File: src/sv/uvs_pkg.sv
// ----------------------------------------------------------------------------
// uvs_pkg
// Shared types, constants and helpers of the UV-sphere cell vertex generator.
// ----------------------------------------------------------------------------
package uvs_pkg;

   // quotient bits produced by the phase divider, one per stage
   localparam int DIV_STEPS = 33;
   localparam int SIN_LAT   = 8;
   localparam int NORM_LAT  = 1;
   localparam int SCALE_LAT = 3;
   localparam int META_LAT  = DIV_STEPS + SIN_LAT + NORM_LAT + SCALE_LAT;

   localparam int CSR_AW = 5;

   localparam logic [2:0]  CORNER_LAST = 3'd5;
   localparam logic [31:0] PHASE_QUARTER = 32'h4000_0000;

   // odd Taylor-style coefficients of the quarter-wave sine, Q30
   localparam logic [30:0] SIN_C1  = 31'd1686629713;
   localparam logic [30:0] SIN_C3  = 31'd693598669;
   localparam logic [30:0] SIN_C5  = 31'd85569304;
   localparam logic [30:0] SIN_C7  = 31'd5026995;
   localparam logic [30:0] SIN_C9  = 31'd172272;
   localparam logic [30:0] Q30_ONE = 31'd1073741824;

   typedef enum logic [2:0] {
      REG_CENTER_X    = 3'd0,
      REG_CENTER_Y    = 3'd1,
      REG_CENTER_Z    = 3'd2,
      REG_RADIUS      = 3'd3,
      REG_GRID_POINTS = 3'd4
   } reg_index_type;

   typedef struct packed {
      logic       err;
      logic       last;
      logic [2:0] corner;
   } meta_type;

   typedef struct packed {
      logic [9:0] ki;   // polar grid index
      logic [9:0] kj;   // twice the azimuth grid index
      meta_type   meta;
   } op_type;

   typedef struct packed {
      logic [1:0]  quad;
      logic [30:0] x;
      logic [30:0] x2;
      logic [30:0] v;
   } sin_stage_type;

   function automatic logic corner_dx(input logic [2:0] c);
      case (c)
         3'd1, 3'd3, 3'd4: corner_dx = 1'b1;
         default:          corner_dx = 1'b0;
      endcase
   endfunction

   function automatic logic corner_dy(input logic [2:0] c);
      case (c)
         3'd2, 3'd4, 3'd5: corner_dy = 1'b1;
         default:          corner_dy = 1'b0;
      endcase
   endfunction

   // (a * b) >> 30, operands and result below 2^31
   function automatic logic [30:0] mul30(input logic [30:0] a, input logic [30:0] b);
      logic [61:0] p;
      p = 62'(a) * 62'(b);
      mul30 = p[60:30];
   endfunction

endpackage

File: src/sv/uvs_scale.sv
// ----------------------------------------------------------------------------
// uvs_scale
// Coordinate = sat32(center + round(radius * n / 2^32)), n a Q32 component.
// ----------------------------------------------------------------------------
module uvs_scale import uvs_pkg::*; (
   input  logic               clock,
   input  logic               adv,
   input  logic signed [33:0] n,
   input  logic        [30:0] radius,
   input  logic signed [31:0] center,
   output logic signed [31:0] coord
);

   logic               neg_ff;
   logic               m32_ff;
   logic        [62:0] p_ff;
   logic signed [32:0] o_ff;
   logic signed [31:0] c_ff;

   logic        [33:0] m_in;
   logic        [63:0] p2;
   logic        [31:0] r;
   logic signed [32:0] o_in;
   logic signed [33:0] sum;
   logic signed [31:0] c_in;

   always_comb begin
      m_in = n[33] ? 34'(-n) : 34'(n);
      p2   = 64'(p_ff) + (m32_ff ? {1'b0, radius, 32'd0} : 64'd0) + 64'h8000_0000;
      r    = p2[63:32];
      o_in = neg_ff ? -$signed({1'b0, r}) : $signed({1'b0, r});
      sum  = 34'(center) + 34'(o_ff);
      if (sum > 34'sd2147483647) begin
         c_in = 32'sh7FFF_FFFF;
      end else if (sum < -34'sd2147483648) begin
         c_in = 32'sh8000_0000;
      end else begin
         c_in = sum[31:0];
      end
   end

   always_ff @(posedge clock) begin
      if (adv) begin
         neg_ff <= n[33];
         m32_ff <= m_in[32];
         p_ff   <= 63'(radius) * 63'(m_in[31:0]);
         o_ff   <= o_in;
         c_ff   <= c_in;
      end
   end

   assign coord = c_ff;

endmodule

File: config.mk
export PLATFORM = sky130hd
export DESIGN_NAME = uvs_scale
export DESIGN_NICKNAME = d
export VERILOG_FILES = /design/src/sv/uvs_pkg.sv /design/src/sv/uvs_scale.sv
export SDC_FILE = /design/constraint.sdc
export NUM_CORES = 2
export LEC_CHECK = 0
export ABC_AREA = 1
export BUFFER_PORTS_ARGS = -buffer_cell sky130_fd_sc_hd__buf_2
export CORE_ASPECT_RATIO = 0.5
export CORE_MARGIN = 3
export CORE_UTILIZATION = 60
export DETAILED_ROUTE_END_ITERATION = 10
export GPL_TIMING_DRIVEN = 0
export PLACE_DENSITY = 0.87
export REMOVE_ABC_BUFFERS = 1
export SETUP_SLACK_MARGIN = 0.05
export SYNTH_ARGS = -nofsm -noshare
export SYNTH_HDL_FRONTEND = slang
export SYNTH_SLANG_ARGS = --single-unit
File: constraint.sdc
create_clock -name clock -period 13.84 [get_ports clock]
set_clock_uncertainty 0.1 [all_clocks]
set_input_delay 2.768 -clock clock [delete_from_list [all_inputs] [get_ports clock]]
set_output_delay 2.768 -clock clock [all_outputs]
set_load 0.005 [all_outputs]
=== After elaboration in Yosys (flattened, before gate mapping) ===
Index checks and enable logic that the tools add are counted.

* Bits in registers: 130
* Logic and storage cells: 18
* Input port bits: 99

* Multiplexer cells: 4
* Multiply operators: 1
* Order comparisons: 2
* Add/subtract/negate cells: 5

{| class="wikitable"
|+ Operators by type and width
! cell !! count
|-
| $add A63 B63 Y64 || 1
|-
| $add A64 B32 Y64 const B || 1
|-
| $mux W32 || 2
|-
| $mul A31 B32 Y63 || 1
|-
| $mux W63 || 1
|-
| $add A32 B33 Y34 || 1
|-
| $gt A34 B32 Y1 const B || 1
|-
| $lt A34 B32 Y1 const B || 1
|-
| $mux W33 || 1
|-
| $neg A32 Y33 || 1
|-
| $neg A33 Y33 || 1
|}

=== Logic depth before layout (Yosys ltp) ===
* Depth after elaboration: 5
* Mapped depth: 43

=== Worst setup path after synthesis ===
OpenSTA, ideal clock, no wires.

* Path type: input to register
* Start: in n[1]
* End: reg p_ff[60], data pin
* Setup time: 0.252 ns
* Stages on the path: 36
* Setup slack: 3.598 ns
* Required time: 13.488 ns
* Data arrival time: 9.890 ns
* Cell sequence: inv_1 > ha_1 > inv_1 > nor2_2 > nand2_2 > nor2_2 > nand3_1 > o21ai_2 > o21ai_1 > xor2_1 > inv_1 > buf_2 > nor2_1 > fa_1 > fa_1 > inv_1 > fa_1 > fa_1 > inv_1 > fa_1 > fa_1 > fa_1 > inv_1 > fa_1 > inv_1 > ha_1 > a21oi_1 > inv_1 > a31oi_1 > o21ai_0 > a21oi_1 > inv_1 > a221oi_1 > nand2_1 > nand2_1 > nand2_1

* Longest elaborated chain between the ends: 3

{| class="wikitable"
|+ RTL lines
! what !! line !! source
|-
| from (decl) || uvs_scale.sv:8 || <nowiki>input logic signed [33:0] n,</nowiki>
|-
| $neg A33 Y33 || uvs_scale.sv:28 || <nowiki>m_in = n[33] ? 34'(-n) : 34'(n);</nowiki>
|-
| $mux W33 (*) || uvs_scale.sv:28 ||
|-
| $mul A31 B32 Y63 (*) || uvs_scale.sv:46 || <nowiki>p_ff <= 63'(radius) * 63'(m_in[31:0]);</nowiki>
|-
| to (signal assigned) || uvs_scale.sv:46 ||
|-
| to (decl) || uvs_scale.sv:16 || <nowiki>logic [62:0] p_ff;</nowiki>
|}

Every way passes the cells marked *; elsewhere a longest branch is shown, timed or not.
A chain may end at the register's enable or synchronous reset.

=== Final worst setup path ===
* Start: in n[0]
* End: reg p_ff[52], data pin

Same word-level chain as after synthesis.

==> flow_summary.json <==
{
  "synth_top_area_cell": "fa_1",
  "slowest_stage": "clkinv_1",
  "start_util_pct": 61.2,
  "drive_gt1_share_pct": 5.44,
  "syn_avg_cell_area_um2": 7.80,
  "place.port_buffers": 130,
  "dpl_worst_slack_ns": 0.372,
  "ioPinCount": 131,
  "hold_path_class": "reg2reg",
  "netlist_area_um2": 41300,
  "worst_setup_path_start_kind": "input port",
  "htreeDepth": 3,
  "die_x_um": 377,
  "rsz0062_at_grt": "no",
  "cts_made_buffers": 9,
  "ant_nets": 0,
  "drv_slew": 1,
  "drt_iter0_drc": 4057,
  "drc": 0,
  "fin_area_um2": 42700,
  "dr.pass1.iters": 10,
  "critPathBufInv": 9,
  "multi_input_area_um2": 33000,
  "dp_hpwl_um": 110000,
  "worstPathArrival_ns": 13.49,
  "cp_slowest_stage_delay_ns": 1.11,
  "synth_warnings": 0,
  "syn_to_final_growth_pct": 3.20,
  "final_common_cell": "inv_1",
  "regArea_um2": 2970,
  "num_vias": 36100,
  "nFillCells": 5720,
  "cpMostUsedCell": "fa_1",
  "gp_congestion": 1.06,
  "cpLargestDelayFamily": "adder cells",
  "async_flop_share_pct": 0,
  "rows": 67,
  "antenna_found_initial": 5,
  "clk_pin_slew_worst_paths_ns": 0.08,
  "place_area_um2": 42400,
  "nets": 6542,
  "setup_viol": 0,
  "max-slew-margin-rel_pct": -0.137,
  "maxCapViolations": 1,
  "cp_max_fo": 31,
  "yosys.area.top_type_share_pct": 42.0,
  "synth_flop_cell": "edfxtp_1",
  "grt_remaining_overflow": 0,
  "dieArea_um2": 72300,
  "grt_pass1_wl_um": 210000,
  "violations": "max-capacitance violations, max-slew violations",
  "cts-resized-gates": 0,
  "clkLatencyLatePin_ns": 0.36,
  "dp_cells": 6143,
  "stdcell_count": 6160,
  "worst_pin_slew_ns": 1.49,
  "syn_inst": 5297,
  "post_cts_buffers": 0,
  "viasPerCell": 5.86,
  "synth_cell_types": 48,
  "fin_crit_ns": 13.47,
  "fmax_ghz": 0.0742,
  "ctsHoldBuffers": 0,
  "cts_sinks": 99,
  "wire_per_inst_um": 22.2,
  "synth_area_leaders": "fa_1 (42%), inv_1 (11%), nand2_1 (10%)",
  "synth_seq_cells": 99,
  "setup.worst_path.class": "in2reg",
  "period_share_pct": 97.4,
  "cp.required_ns": 13.86,
  "hold_viol": 0,
  "clockBufferDepth": 2,
  "die_h_um": 192,
  "cp-end-kind": "flop",
  "core_region_area_um2": 67600,
  "worst_slack_ns": 0.366,
  "grt_start_max_net_pins": 71,
  "track_usage_pct": 38.5,
  "synth_edf_count": 99,
  "clockRootBuffer": "clkbuf_16",
  "wl_um": 137000,
  "yosysSeqAreaShare_pct": 7.19,
  "layout_common_cells": "inv_1 (1,169), nand2_1 (1,108), fa_1 (867), nor2_1 (724), ha_1 (319)",
  "cts_tree": "done",
  "grt_pass1_vias": 37400,
  "fin_util_pct": 63.1,
  "status": "finished, violations left"
}
registers in the layout, summed over array words and instances, names as in the netlist:
name,flops
o_ff,33
neg_ff,1
coord,32
p_ff,32
m32_ff,1
stage by stage:
stage          hold slack (ns)  setup TNS (ns)
2_1_floorplan            0.499               0
3_3_place_gp             0.562           -1.73
3_5_place_dp             0.576               0
4_1_cts                  0.586               0
5_1_grt                  0.633               0
6_report                 0.569               0
worst register-to-register path, cell delays in order, from the launching register on:
cell and delay (ns):
edfxtp_1 1.03, nand2_1 0.13, inv_1 0.09, ha_1 0.32
nand2_1 0.20, nand3_1 0.19, nand2_1 0.14, nand2_2 0.10
nand2_1 0.10, nand3_1 0.10, nand2_1 0.07, nand2_1 0.19
nor2_1 0.21, nand2_1 0.09, nor2_1 0.18, nand3_1 0.10
nand2_1 0.07, nand2_1 0.05, nand2_1 0.05, o21ai_0 0.16
worst paths after layout:
kind,from,to,slack (ns),cells past startpoint
min,o_ff[0],coord[0],0.57,3
max,n[0],p_ff[52],0.37,34
min reg2reg,o_ff[0],coord[0],0.57,3
max reg2reg,m32_ff,o_ff[24],9.85,19
cell families (layout without fill, tap and decap cells):
kind of cell / after synthesis / count (layout) / share of synthesized area, %
xor+xnor: 94 / 94 / 2.03
other cells: 0 / 1 / 0
buf+inv: 1395 / 1360 / 13.0
flops: 99 / 99 / 7.19
compound gates: 338 / 338 / 4.48
simple gates: 2185 / 2185 / 21.7
fa+ha+maj: 1186 / 1186 / 51.6
layout make-up:
type | count | share of cell area, %
Tap cell | 897 | 2.63
Clock inverter | 6 | 0.120
Antenna cell | 1 | 0.00587
Timing Repair Buffer | 133 | 1.67
Clock buffer | 10 | 0.537
Inverter | 1211 | 10.7
Sequential cell | 99 | 6.97
Multi-Input combinational cell | 3803 | 77.4
routing by layer:
metal  share of wire (%)  GRT usage, %  wire [µm]
met1                  36          48.7      49700
met2                  43          59.2      59100
met3                  15          14.4      20200
met4                 5.4          17.2       7420
met5                0.12             0        166
cell usage after synthesis (43+ instances only):
cell      number
nor2_2        46
nand4_1       43
edfxtp_1      99
a21oi_1      175
fa_1         867
inv_1       1169
ha_1         319
nor2_1       724
o21ai_0       88
nand2_1     1108
clkbuf_1     140
nand3_1      154
xor2_1        61
Power is not shown: default switching activity piles up to over one toggle a cycle in this logic, so the estimate is an artifact.
