===== src/sv/uvs_pkg.sv =====
// ----------------------------------------------------------------------------
// uvs_pkg
// Shared types, constants and helpers of the UV-sphere cell vertex generator.
// ----------------------------------------------------------------------------
package uvs_pkg;

   // quotient bits produced by the phase divider, one per stage
   localparam int DIV_STEPS = 33;
   localparam int SIN_LAT   = 8;
   localparam int NORM_LAT  = 1;
   localparam int SCALE_LAT = 3;
   localparam int META_LAT  = DIV_STEPS + SIN_LAT + NORM_LAT + SCALE_LAT;

   localparam int CSR_AW = 5;

   localparam logic [2:0]  CORNER_LAST = 3'd5;
   localparam logic [31:0] PHASE_QUARTER = 32'h4000_0000;

   // odd Taylor-style coefficients of the quarter-wave sine, Q30
   localparam logic [30:0] SIN_C1  = 31'd1686629713;
   localparam logic [30:0] SIN_C3  = 31'd693598669;
   localparam logic [30:0] SIN_C5  = 31'd85569304;
   localparam logic [30:0] SIN_C7  = 31'd5026995;
   localparam logic [30:0] SIN_C9  = 31'd172272;
   localparam logic [30:0] Q30_ONE = 31'd1073741824;

   typedef enum logic [2:0] {
      REG_CENTER_X    = 3'd0,
      REG_CENTER_Y    = 3'd1,
      REG_CENTER_Z    = 3'd2,
      REG_RADIUS      = 3'd3,
      REG_GRID_POINTS = 3'd4
   } reg_index_type;

   typedef struct packed {
      logic       err;
      logic       last;
      logic [2:0] corner;
   } meta_type;

   typedef struct packed {
      logic [9:0] ki;   // polar grid index
      logic [9:0] kj;   // twice the azimuth grid index
      meta_type   meta;
   } op_type;

   typedef struct packed {
      logic [1:0]  quad;
      logic [30:0] x;
      logic [30:0] x2;
      logic [30:0] v;
   } sin_stage_type;

   function automatic logic corner_dx(input logic [2:0] c);
      case (c)
         3'd1, 3'd3, 3'd4: corner_dx = 1'b1;
         default:          corner_dx = 1'b0;
      endcase
   endfunction

   function automatic logic corner_dy(input logic [2:0] c);
      case (c)
         3'd2, 3'd4, 3'd5: corner_dy = 1'b1;
         default:          corner_dy = 1'b0;
      endcase
   endfunction

   // (a * b) >> 30, operands and result below 2^31
   function automatic logic [30:0] mul30(input logic [30:0] a, input logic [30:0] b);
      logic [61:0] p;
      p = 62'(a) * 62'(b);
      mul30 = p[60:30];
   endfunction

endpackage


===== src/sv/uvs_div.sv =====
// ----------------------------------------------------------------------------
// uvs_div
// Pipelined restoring divider: phase = floor((k*2^31 + half) / d) mod 2^32.
// ----------------------------------------------------------------------------
module uvs_div import uvs_pkg::*; #(
   parameter int DW = 8
) (
   input  logic          clock,
   input  logic          adv,
   input  logic [9:0]    k,
   input  logic [DW-1:0] d,
   input  logic [30:0]   half,
   output logic [31:0]   phase
);

   logic [DW-1:0] rem_ff  [DIV_STEPS];
   logic [DW-1:0] rem_in  [DIV_STEPS];
   logic [32:0]   bits_ff [DIV_STEPS];
   logic [32:0]   bits_in [DIV_STEPS];
   logic [31:0]   q_ff    [DIV_STEPS];
   logic [31:0]   q_in    [DIV_STEPS];

   always_comb begin
      logic [DW-1:0] r_prev;
      logic [32:0]   b_prev;
      logic [31:0]   q_prev;
      logic [DW:0]   t;
      logic          ge;
      for (int s = 0; s < DIV_STEPS; s++) begin
         if (s == 0) begin
            r_prev = DW'(k >> 2);
            b_prev = {k[1:0], half};
            q_prev = 32'd0;
         end else begin
            r_prev = rem_ff[s-1];
            b_prev = bits_ff[s-1];
            q_prev = q_ff[s-1];
         end
         t          = {r_prev, b_prev[32]};
         ge         = t >= {1'b0, d};
         rem_in[s]  = ge ? DW'(t - {1'b0, d}) : DW'(t);
         bits_in[s] = b_prev << 1;
         q_in[s]    = {q_prev[30:0], ge};
      end
   end

   always_ff @(posedge clock) begin
      if (adv) begin
         for (int s = 0; s < DIV_STEPS; s++) begin
            rem_ff[s]  <= rem_in[s];
            bits_ff[s] <= bits_in[s];
            q_ff[s]    <= q_in[s];
         end
      end
   end

   assign phase = q_ff[DIV_STEPS-1];

endmodule


===== config.mk =====
export PLATFORM = sky130hd
export DESIGN_NAME = uvs_div
export DESIGN_NICKNAME = d
export VERILOG_FILES = /design/src/sv/uvs_pkg.sv /design/src/sv/uvs_div.sv
export SDC_FILE = /design/constraint.sdc
export NUM_CORES = 1
export LEC_CHECK = 0
export BUFFER_PORTS_ARGS = -buffer_cell sky130_fd_sc_hd__clkbuf_2
export CAP_MARGIN = 0
export CORE_MARGIN = 2
export CORE_UTILIZATION = 45
export DETAILED_ROUTE_END_ITERATION = 10
export MAX_ROUTING_LAYER = met4
export REMOVE_ABC_BUFFERS = 1
export SETUP_SLACK_MARGIN = 0.1
export SLEW_MARGIN = 10
export SYNTH_ARGS = -nofsm -noshare
export SYNTH_HDL_FRONTEND = slang
export SYNTH_SLANG_ARGS = --single-unit

===== constraint.sdc =====
create_clock -name clock -period 3.3 [get_ports clock]
set_input_delay 0.33 -clock clock [delete_from_list [all_inputs] [get_ports clock]]
set_output_delay 0.33 -clock clock [all_outputs]
set_load 0.1 [all_outputs]

======== Word-level counts from Yosys, hierarchy flattened ========
Memories as Yosys holds them, arrays and structs flattened.
Cells that the tools add are included.
operators by class
  muxes and demuxes ....................... 35
  add/subtract/negate cells ............... 33
  order comparisons ....................... 33
operators by type and width
  kind         count
  $ge 9x8->1   33
  $mux 8       33
  $sub 8x8->8  33
  $mux 1       2
storage, ports and cells
  flip-flop bits (word level) ............. 0
  RAM bits ................................ 2,376
  input port bits ......................... 51
  output and inout port bits .............. 32
  memories kept ........................... 3
  word-level logic and storage cells ...... 104
memory list
  name     depth  width  rd ports  clocked after memory_dff  write ports  line           source
  bits_ff  33     32     32        0                         33           uvs_div.sv:18  logic [32:0] bits_ff [DIV_STEPS];
  q_ff     33     32     33        0                         33           uvs_div.sv:20  logic [31:0] q_ff [DIV_STEPS];
  rem_ff   33     8      32        0                         33           uvs_div.sv:16  logic [DW-1:0] rem_ff [DIV_STEPS];

======== Depth between registers and ports, before layout ========
An unclocked memory read counts as a cell.
  depth in word-level cells ............... 3
  mapped depth ............................ 9
  gate-level depth less buffers ........... 8

======== Worst setup path before layout ========
OpenSTA, ideal clock, no wires.
  path type ............................... input -> register
  from .................................... input port d[6]
  to ...................................... memory rem_ff[1][2], in the netlist rem_ff[0][10] (data pin)
  path buffers ............................ 1
  path slack .............................. 0.498 ns
  stages on the path ...................... 7
  library setup time ...................... 0.260 ns
  required time ........................... 3.040 ns
  arrival ................................. 2.541 ns
  path through ............................ inv_1 -> ha_1 -> a21o_1 -> a2111oi_2 -> o21a_1 -> buf_6 -> mux2_4
RTL lines
  what             line           source
  start, declared  uvs_div.sv:11  input logic [DW-1:0] d,
  end, declared    uvs_div.sv:16

==> impl_results.md <==
* EDFF count, synth at between 1000 and 1500
* Placer Congestion at ~0.84
* Commonest non-fill, non-tap cell in the layout: edfxtp_1
* H-Tree Depth at 4
* Crit path DAT at about 2900 ps
* Commonest non-fill, non-tap cells in the layout: edfxtp_1 (1312), ha_1 (264), inv_1 (158)
* Worst Min Path Start: adv
* GRT Total Usage at 14.32%
* Pre-Repair DR Iteration Count at 5
* CP Launch Type: flip-flop
* Diode count at 0
* Total of max-cap violations at 0
* Relative slew slack at between 50 and 60%
* DR WL/cell at 16.31 µm
* Finish-stage setup viols at 0
* First-pass GRT wire length at 140.0 mm
* # IOs at 83
* Fillers at roughly 10000
* Hold Crit Class: in -> reg
* CORE AREA at 121400 µm²
* Fin worst setup slack at roughly 870 ps
* Crit Reg-Reg Startpoint: rem_ff[0][101]$_DFFE_PP_
* Root buf cell: clkbuf_16
* Final min period at roughly 2400 ps
* Required time worst endpoint at between 3000 and 4000 ps
* Max Slew Vio Count at 0
* Fmax achieved at between 400 and 500 MHz
* Clk sinks at 1312
* Max Buffers Root-to-Sink at 3
* Power Dens Cells at roughly 840 nW/µm²
* Overall Power at about 53000 µW
* Crit share post-route at around three quarters
* Vias/cell at between 5 and 6
* Register Area at 39400 µm²
* Worst setup path startpoint: rem_ff[0][101]$_DFFE_PP_
* RSZ-0062 raised after global routing: false
* Ys flop type: edfxtp_1
* Fin nets at roughly 3900
* Hold Fails Final Rpt at 0
* TritonCTS Buffers at 139
* Synth Register Bits at approximately 1300
* Num rows at around 130
* Synth Instances at roughly 3200
* Syn Std Cell Area at between 50000 and 60000 µm²
* Die H at between 300 and 400 µm
* VDD IR max at about 0.6 mV
* Layout cells sized above 1 at 13.87%
* Synth async-reset ratio at 0%
* Top area cells in the synthesized netlist: edfxtp_1 (72%), ha_1 (6.0%), mux2_1 (2.7%), xnor2_1 (1.4%), a21o_1 (1.3%)
* Residual DRC at 0
* Area of the multi-input gates at 14590 µm²
* Number of gates resized after CTS at 0
* Critical path peak fanout at 8
* Pre-CTS setup slack at 376.2 ps
* Initial antenna violation count at 0
* Clk_skew at roughly 25 ps
* Initial core utilization at ~45%
* Placed cell count at around 5000
* Mapped Avg Cell Area at 16.99 µm²
* Vias in the first global route at 27200
* Die ar. at between 100000 and 150000 µm²
* Least-Margin Pin Slew at around 710 ps
* Crit path kind: reg -> reg
* Final setup TNS at 0 ps
* Status: finished clean
* Synth top area share at between 70% and 80%
* Vias post-DR at between 20000 and 30000
* P_leak at about 0.023 µW
* Unique masters post-synth at 60
* Gr ovfl total at 0
* Register area share after synthesis at a little under three quarters
* Top cell type by total area after synthesis: edfxtp_1
* Post-CTS Setup Inserts at 0
* Clk Latency, worst-skew pair at approximately 740 ps
* Non-Filler Instances at roughly 5300
* DRT iter0 DRCs at about 1700
* Ys Warns at 0
* Area grow syn2layout at 15.52%
* Post-route ant nets at 0
* PortBufs at slightly above 80
* Final WL at about 87 mm
* TritonCTS clock tree: yes
* Chip Width at about 350 µm
* Final HPWL DP at about 53 mm
* Largest net degree at the start of global routing at between 90 and 100
* Kind of end point of the critical path: flip-flop
* Clock transition at the registers of the reported paths at roughly 60 ps
-- layer usage --
layer | routed length (µm) | global-route usage [%]
met3 | 3414 | 2.842
met2 | 40310 | 22.36
met1 | 40780 | 18.84
met4 | 2088 | 4.800
met5 | 0 | -
-- Yosys cell counts, types with 5 or more instances --
master / n
buf_2: 17
and3_1: 16
nor3_1: 97
nor2b_1: 37
o21ai_0: 65
xnor2_1: 85
nand2_1: 56
a21o_1: 93
o311a_1: 20
a21oi_1: 94
nor3b_1: 15
buf_4: 17
nor4_1: 32
mux2i_1: 68
a41oi_4: 9
mux2_1: 134
inv_1: 158
xor2_1: 11
a2111oi_2: 19
a31oi_1: 14
nor2_1: 120
a211oi_1: 31
o21a_1: 55
clkbuf_1: 17
a211o_1: 37
o31a_1: 31
edfxtp_1: 1312
a311oi_1: 5
nand2b_1: 56
o21ai_1: 10
fa_1: 32
a311o_1: 28
nand3_1: 59
a211oi_2: 19
mux2_4: 20
mux2_2: 25
or3_1: 9
ha_1: 264
a41o_1: 8
-- state kept, by name, summed over array words and instances (netlist names) --
signal and cells:
q_ff 528, rem_ff 256, bits_ff 528
-- critical path, stage by stage (launching register included) --
cell	delay [ps]
edfxtp_1	420
ha_1	360
a21o_1	270
a2111oi_2	390
o21a_1	220
buf_12	130
mux2_1	350
-- stage by stage --
| step | instance area [µm²] | util, % | hold WS [ps] |
|---|---|---|---|
| final | 63400 | 52.23 | 54.19 |
| after CTS | 63400 | 52.23 | 1.889 |
| after detailed placement | 58580 | 48.26 | 404.5 |
| after floorplan | 54580 | - | 400.3 |
| after global placement | 58580 | 48.26 | 400.2 |
| after global routing | 63400 | 52.23 | 46.13 |
-- report_power, final --
part           internal (µW)  leakage, µW  switching (µW)
clock                   8640      0.00214            6330
combinational           7370      0.00841            7880
sequential             21900       0.0128            1140
total                  37900       0.0233           15400
-- cell type report --
type | instances | area share, %
multi-input cells | 1706 | 23.01
clock buffers | 171 | 5.743
inverters | 160 | 0.9473
flip-flops and latches | 1312 | 62.14
well taps | 1625 | 3.207
repair buffers | 258 | 3.694
clock inverters | 76 | 1.259
-- final timing paths --
kind / end / slack (ps) / cells after the start
worst max-delay path: rem_ff[0][110]$_DFFE_PP_ / 870 / 6
worst min-delay path: bits_ff[0][3]$_DFFE_PP_ / 50 / 1
worst max register to register: rem_ff[0][110]$_DFFE_PP_ / 870 / 6
worst min register to register: q_ff[13][3]$_DFFE_PP_ / 400 / 0
-- cells by family after synthesis --
family | count (synthesis) | share of synthesized area, %
multiplexers | 247 | 5.050
flip-flops | 1312 | 71.78
adder cells (fa/ha/maj) | 296 | 7.186
buffers and inverters | 213 | 1.639
AO/OA/AOI/OAI | 557 | 8.066
XOR/XNOR | 96 | 1.532
AND/OR/NAND/NOR | 510 | 4.744
-- timing repair --
action,4_1_cts,5_1_grt
endpoints found under the setup margin,0,0
hold endpoints to repair,38,0
hold buffers,38,0
(Power assumes the default switching activity.)
