**src/sv/uvs_pkg.sv**
```systemverilog
// ----------------------------------------------------------------------------
// uvs_pkg
// Shared types, constants and helpers of the UV-sphere cell vertex generator.
// ----------------------------------------------------------------------------
package uvs_pkg;

   // quotient bits produced by the phase divider, one per stage
   localparam int DIV_STEPS = 33;
   localparam int SIN_LAT   = 8;
   localparam int NORM_LAT  = 1;
   localparam int SCALE_LAT = 3;
   localparam int META_LAT  = DIV_STEPS + SIN_LAT + NORM_LAT + SCALE_LAT;

   localparam int CSR_AW = 5;

   localparam logic [2:0]  CORNER_LAST = 3'd5;
   localparam logic [31:0] PHASE_QUARTER = 32'h4000_0000;

   // odd Taylor-style coefficients of the quarter-wave sine, Q30
   localparam logic [30:0] SIN_C1  = 31'd1686629713;
   localparam logic [30:0] SIN_C3  = 31'd693598669;
   localparam logic [30:0] SIN_C5  = 31'd85569304;
   localparam logic [30:0] SIN_C7  = 31'd5026995;
   localparam logic [30:0] SIN_C9  = 31'd172272;
   localparam logic [30:0] Q30_ONE = 31'd1073741824;

   typedef enum logic [2:0] {
      REG_CENTER_X    = 3'd0,
      REG_CENTER_Y    = 3'd1,
      REG_CENTER_Z    = 3'd2,
      REG_RADIUS      = 3'd3,
      REG_GRID_POINTS = 3'd4
   } reg_index_type;

   typedef struct packed {
      logic       err;
      logic       last;
      logic [2:0] corner;
   } meta_type;

   typedef struct packed {
      logic [9:0] ki;   // polar grid index
      logic [9:0] kj;   // twice the azimuth grid index
      meta_type   meta;
   } op_type;

   typedef struct packed {
      logic [1:0]  quad;
      logic [30:0] x;
      logic [30:0] x2;
      logic [30:0] v;
   } sin_stage_type;

   function automatic logic corner_dx(input logic [2:0] c);
      case (c)
         3'd1, 3'd3, 3'd4: corner_dx = 1'b1;
         default:          corner_dx = 1'b0;
      endcase
   endfunction

   function automatic logic corner_dy(input logic [2:0] c);
      case (c)
         3'd2, 3'd4, 3'd5: corner_dy = 1'b1;
         default:          corner_dy = 1'b0;
      endcase
   endfunction

   // (a * b) >> 30, operands and result below 2^31
   function automatic logic [30:0] mul30(input logic [30:0] a, input logic [30:0] b);
      logic [61:0] p;
      p = 62'(a) * 62'(b);
      mul30 = p[60:30];
   endfunction

endpackage

```
**src/sv/uvs_seq.sv**
```systemverilog
// ----------------------------------------------------------------------------
// uvs_seq
// Takes cell items, range-checks them and issues one vertex op per cycle while the pipeline advances.
// ----------------------------------------------------------------------------
module uvs_seq import uvs_pkg::*; #(
   parameter int NW = 9
) (
   input  logic          clock,
   input  logic          reset,
   input  logic          adv,
   input  logic          req_tvalid,
   output logic          req_tready,
   input  logic [7:0]    cell_col,
   input  logic [7:0]    cell_row,
   input  logic [NW-1:0] n_eff,
   output logic          op_valid,
   output op_type        op
);

   logic          busy_ff;
   logic          err_ff;
   logic [7:0]    col_ff;
   logic [7:0]    row_ff;
   logic [2:0]    cnt_ff;
   logic          op_valid_ff;
   op_type        op_ff;
   op_type        op_in;
   logic          done;
   logic          accept;
   logic          err_in;

   assign done       = err_ff || (cnt_ff == CORNER_LAST);
   assign req_tready = !busy_ff || (adv && done);
   assign accept     = req_tvalid && req_tready;

   assign err_in = (n_eff < NW'(2)) || (NW'(cell_col) + NW'(2) > n_eff) ||
                   (NW'(cell_row) + NW'(2) > n_eff);

   always_comb begin
      op_in.ki          = 10'(col_ff) + 10'(corner_dx(cnt_ff));
      op_in.kj          = (10'(row_ff) + 10'(corner_dy(cnt_ff))) << 1;
      op_in.meta.err    = err_ff;
      op_in.meta.last   = done;
      op_in.meta.corner = err_ff ? 3'd0 : cnt_ff;
   end

   always_ff @(posedge clock) begin
      if (reset) begin
         busy_ff     <= 1'b0;
         op_valid_ff <= 1'b0;
         cnt_ff      <= 3'd0;
      end else begin
         if (adv) begin
            op_valid_ff <= busy_ff;
            if (busy_ff) begin
               if (done) begin
                  busy_ff <= 1'b0;
               end else begin
                  cnt_ff <= cnt_ff + 3'd1;
               end
            end
         end
         if (accept) begin
            busy_ff <= 1'b1;
            cnt_ff  <= 3'd0;
         end
      end
   end

   always_ff @(posedge clock) begin
      if (adv) begin
         op_ff <= op_in;
      end
      if (accept) begin
         col_ff <= cell_col;
         row_ff <= cell_row;
         err_ff <= err_in;
      end
   end

   assign op_valid = op_valid_ff;
   assign op       = op_ff;

endmodule

```
**config.mk**
```make
export PLATFORM = sky130hd
export DESIGN_NAME = uvs_seq
export DESIGN_NICKNAME = d
export VERILOG_FILES = /design/src/sv/uvs_pkg.sv /design/src/sv/uvs_seq.sv
export SDC_FILE = /design/constraint.sdc
export NUM_CORES = 1
export LEC_CHECK = 0
export ABC_AREA = 1
export BUFFER_PORTS_ARGS = -buffer_cell sky130_fd_sc_hd__buf_4
export CAP_MARGIN = 20
export CORE_ASPECT_RATIO = 1.4
export CORE_MARGIN = 2
export CORE_UTILIZATION = 44
export DETAILED_ROUTE_END_ITERATION = 10
export PLACE_DENSITY_LB_ADDON = 0.25
export SLEW_MARGIN = 10
export SYNTH_ARGS = -nofsm -noshare
export SYNTH_HDL_FRONTEND = slang
export SYNTH_SLANG_ARGS = --single-unit
```
**constraint.sdc**
```tcl
create_clock -name clock -period 1.7 [get_ports clock]
set_input_delay 0.085 -clock clock [delete_from_list [all_inputs] [get_ports clock]]
set_output_delay 0.085 -clock clock [all_outputs]
set_load 0.02 [all_outputs]
```
Yosys cells after proc, flatten, opt, wreduce, memory -nomap -nowiden
Index checks and enable logic that the tools add are counted.

word-level totals
  bits in registers = 46
  input port bits = 29
  output and inout port bits = 27
  logic and storage cells = 43

cells by class
  add/subtract/negate cells = 5
  $lt $le $gt $ge = 3
  equal/unequal tests = 5
  multiplexer cells = 6
  bitwise logic cells = 1
  reduce and logical (&&, ||, !) cells = 12

operator list
  cell                                                  count
  adder 8 x 1 -> 9 bit                                  2
  adder 8 x 2 -> 9 bit (second input constant)          2
  greater-than comparator 9 bit                         2
  < comparator 9 x 2 -> 1 bit (second input constant)   1
  equality test 3 x 2 -> 1 bit (second input constant)  2
  equality test 3 bit (second input constant)           2
  two-way mux 1 bit                                     6
  OR reduction 3 bit                                    2
  logical OR 1 bit                                      4
  adder 3 x 1 -> 3 bit (second input constant)          1
  equality test 3 x 1 -> 1 bit (second input constant)  1
  AND reduction 3 bit                                   1
  logical AND 1 bit                                     2
  nonzero test 2 bit                                    1
  OR reduction 2 bit                                    1
  zero test 1 bit                                       1
  NOT 1 bit                                             1

Logic depth before layout (Yosys ltp)
  word-level depth = 6
  gate-level depth with buffers = 13
  gate-level depth less buffers = 13

Least setup slack after synthesis
No wires, ideal clock.

  kind = register -> register
  start = register cnt_ff[1]
  end = register col_ff[0], enable pin
  library setup time = 369 ps
  arrival time = 1463 ps
  required time = 1331 ps
  setup slack = -132 ps
  cell stages (with the launch flop) = 7
  buffers on the path = 0
  clock period less this slack = 1832 ps
  cells stage by stage = dfxtp_1 -> inv_1 -> ha_1 -> a21oi_4 -> o21ai_2 -> nand2_1 -> inv_1

between the ends
  word-level cells in the longest chain between the ends = 5

ends and longest elaborated chain
  item                      RTL line       text
  start: declaration        uvs_seq.sv:24  logic [2:0] cnt_ff;
  start signal: assignment  uvs_seq.sv:59  cnt_ff <= cnt_ff + 3'd1;
  equality test 3 bit       uvs_seq.sv:32  assign done = err_ff || (cnt_ff == CORNER_LAST);
  logical OR 1 bit          uvs_seq.sv:32
  logical AND 1 bit         uvs_seq.sv:33  assign req_tready = !busy_ff || (adv && done);
  logical OR 1 bit          uvs_seq.sv:33
  net req_tready            uvs_seq.sv:12  output logic req_tready,
  logical AND 1 bit         uvs_seq.sv:34  assign accept = req_tvalid && req_tready;
  net accept                uvs_seq.sv:29  logic accept;
  end signal: assignment    uvs_seq.sv:75  col_ff <= cell_col;
  end: declaration          uvs_seq.sv:22  logic [7:0] col_ff;

The timed path passes the listed nets, and every way through them passes these cells.
A chain may end at the register's enable or synchronous reset.

==> results.ini <==
[outcome]
outcome = complete, but fails checks
violations = negative setup slack

[die]
start_util = 0.457
pin_count = 56
die_h_um = 93.7
core_region_area_um2 = 5530
dieArea_um2 = 6370
die_w_um = 68.0
core.rowCount = 32

[clocking]
cts-root-buf = clkbuf_8
clkTransAtPathRegs_ns = 0.08
tritoncts = yes
clock_path_buffers = 2
cts.sinks = 45
clk_latency_ns = 0.28
htree_num_levels = 2
cts_made_buffers = 5

[critical_path]
crit_chain = inv_4 -> ha_1 -> nand2_1 -> nand3_2 -> ha_4 -> ha_4 -> nand3_4 -> nand3b_1 -> xor2_1
crit_required_ns = 1.74
endpoint_kind = flip-flop
crit_buf_inv = 1
critPathLaunchType = flip-flop
path_common_cell = ha_4
worstPathMaxFanout = 4
max_stage_delay_ns = 0.38
critPathSlowestCell = dfxtp_4
critPathArrivalTime_ns = 1.79
path_delay_family = adder cells
worstSetupPathType = flip-flop to flip-flop

[global_route]
grt_pass1_wl_um = 7110
grt_pass1_vias = 1698
grt_overflow = 0
groute.usage.overall = 0.149
grt_antenna_before_repair = 0
grt_max_degree = 26

[min_path]
min_path_type = input port to flip-flop

[synthesis]
synth_area_leaders = edfxtp_1, ha_1, xor2_1
yosysWarningCount = 0
synthTopCellsByCount = inv_1, nand2_1, edfxtp_1
synth_edf_count = 40
ys_seq_elements = 45
syn_avg_cell_area_um2 = 10.5
synthesis.area_um2 = 2530
synth_top_area_frac = 0.475
synth_cell_types = 23
synth_flop_cell = edfxtp_1
netlist.top_cell.by_area = edfxtp_1
synthArstFlopShare = 0
yosysMostFrequentCell = inv_1
synth_seq_area_share = 0.515
synthCells = 241

[run]
maxCapViolations = 0

[drt]
wl_per_cell_um = 11.1
drc = 0
ant_nets = 0
drtPass1Iterations = 4
vias_per_cell = 4.61
drt-initial-drc-count = 112
drt_wl_total_um = 4440
via_count = 1841

[timing]
setup_viol = 5
whs_ns = 0.0135
period_needed_ns = 1.75
fin_worst_skew_ns = 0.00587
clock.fmax_mhz = 570
drv_slew = 0
worst_slack_ns = -0.0531
finalHoldViolCount = 0
rsz0062_at_grt = yes
fin_crit_sh = 1.03

[placement]
portBuffers = 53
place_area_um2 = 3220
place.gp.congestion = 0.799
dp_hpwl_um = 3520

[finish]
drive_gt1_frac = 0.353
fin_util = 0.639
final_nets = 388
fill_cells = 452
synthToLayoutAreaGrowth_pct = 39.9
insertedDiodeCount = 0
final_cell_area_um2 = 3530

[power]
p_per_area_nw_per_um2 = 666
irDropWorstVdd_v = 0.000343
leakage_uw = 0.00160
intPower_uw = 1760
p_seq_frac = 0.559
clockPowerShare = 0.251
switching_share = 0.251
power_frac_comb = 0.190
p_sw_uw = 590

cells in the final DEF, fill, tap and decap left out, types with 2 or more instances in the layout:
| cell | synthesis | final |
|---|---|---|
| a21oi_2 | 1 | 2 |
| xor2_1 | 19 | 19 |
| clkbuf_8 | 0 | 5 |
| ha_1 | 29 | 20 |
| inv_1 | 42 | 38 |
| nand3_2 | 0 | 3 |
| nor3_1 | 2 | 2 |
| nand3_1 | 17 | 12 |
| edfxtp_1 | 40 | 40 |
| a21o_1 | 2 | 2 |
| nand2_2 | 0 | 5 |
| clkinv_1 | 0 | 2 |
| nand3b_1 | 4 | 4 |
| dfxtp_4 | 0 | 2 |
| nand2_1 | 41 | 36 |
| nand4_1 | 2 | 2 |
| nor2_1 | 15 | 12 |
| conb_1 | 1 | 2 |
| and3b_1 | 2 | 2 |
| nand3_4 | 1 | 3 |
| dfxtp_1 | 5 | 2 |
| inv_4 | 0 | 2 |
| xnor2_1 | 3 | 3 |
| ha_4 | 0 | 9 |
| a21oi_1 | 9 | 8 |
| buf_4 | 2 | 75 |
| dlygate4sd3_1 | 0 | 7 |
| nor2_2 | 0 | 2 |
timing repair:
item                                   CTS  global route
pin swaps                               10            10
endpoints found under the hold margin    8             0
cloned                                   0             0
hold buffers                             7             0
resized for setup                       21             9
setup endpoints to repair                9            13
buffers inserted                         3             0
logic make-up after synthesis:
group                      count (synthesis)  synth area share
DFF                                       45             0.515
AOI/OAI and AO/OA                         14            0.0371
other                                      1           0.00148
xor gates and xnor gates                  22            0.0763
buffers and inverters                     44            0.0683
adders and majority gates                 29             0.144
and+or+nand+nor                           86             0.158
worst reg2reg max path, delay by kind of cell (launching register included):
family	cells	cell delay [ns]
AND/OR/NAND/NOR	4	0.42
XOR/XNOR	1	0.17
flip-flops	1	0.38
adder cells (fa/ha/maj)	3	0.46
buffers and inverters	1	0.08
flip-flops by register name (all words and copies together), names as in the netlist:
register  flops
op           23
col_ff        8
row_ff        8
cnt_ff        3
busy_ff       1
err_ff        1
op_valid      1
power by group through the flow:
| stage | clock [µW] | combinational (µW) | sequential (µW) |
|---|---|---|---|
| finish | 590 | 448 | 1320 |
| global placement | 0 | 411 | 1340 |
| global route | 652 | 503 | 1320 |
| floorplan | 0 | 184 | 1380 |
| detailed placement | 0 | 422 | 1340 |
| CTS | 605 | 442 | 1310 |
per-stage QoR:
| stage | cells | power (µW) | setup slack (ns) | setup TNS [ns] |
|---|---|---|---|---|
| 2_1_floorplan | 242 | 1560 | -0.00805 | -0.00994 |
| 3_3_place_gp | 381 | 1750 | -0.152 | -0.452 |
| 3_5_place_dp | 381 | 1760 | -0.176 | -0.656 |
| 4_1_cts | 399 | 2360 | -0.0251 | -0.0633 |
| 5_1_grt | 399 | 2480 | -0.126 | -0.659 |
| 6_report | 399 | 2350 | -0.0531 | -0.177 |
final cells by class:
cell class	count	area, µm²	share of cell area
Clock inverter	3	12.5	0.00354
Timing Repair Buffer	83	653	0.185
Tap cell	68	85.1	0.0241
Sequential cell	45	1310	0.371
Clock buffer	5	68.8	0.0195
Inverter	42	166	0.0471
Multi-Input combinational cell	153	1240	0.350
path summary, 6_finish.rpt:
kind,startpoint,to,slack [ns],depth (start not counted)
setup / recovery,cnt_ff[0],op[12],-0.05,9
setup reg to reg,cnt_ff[0],op[12],-0.05,9
hold reg to reg,op_valid,op_valid,0.47,2
hold / removal,cell_row[6],row_ff[6],0.01,1
routing by layer:
layer	share of wire	GRT usage	up-vias	wire length (µm)
met5	0	0	-	0
met4	0.017	0.0633	0	74
met3	0.040	0.0264	5	176
met2	0.56	0.274	42	2470
met1	0.39	0.161	821	1720
li1	-	-	973	-
(Power assumes the default switching activity.)
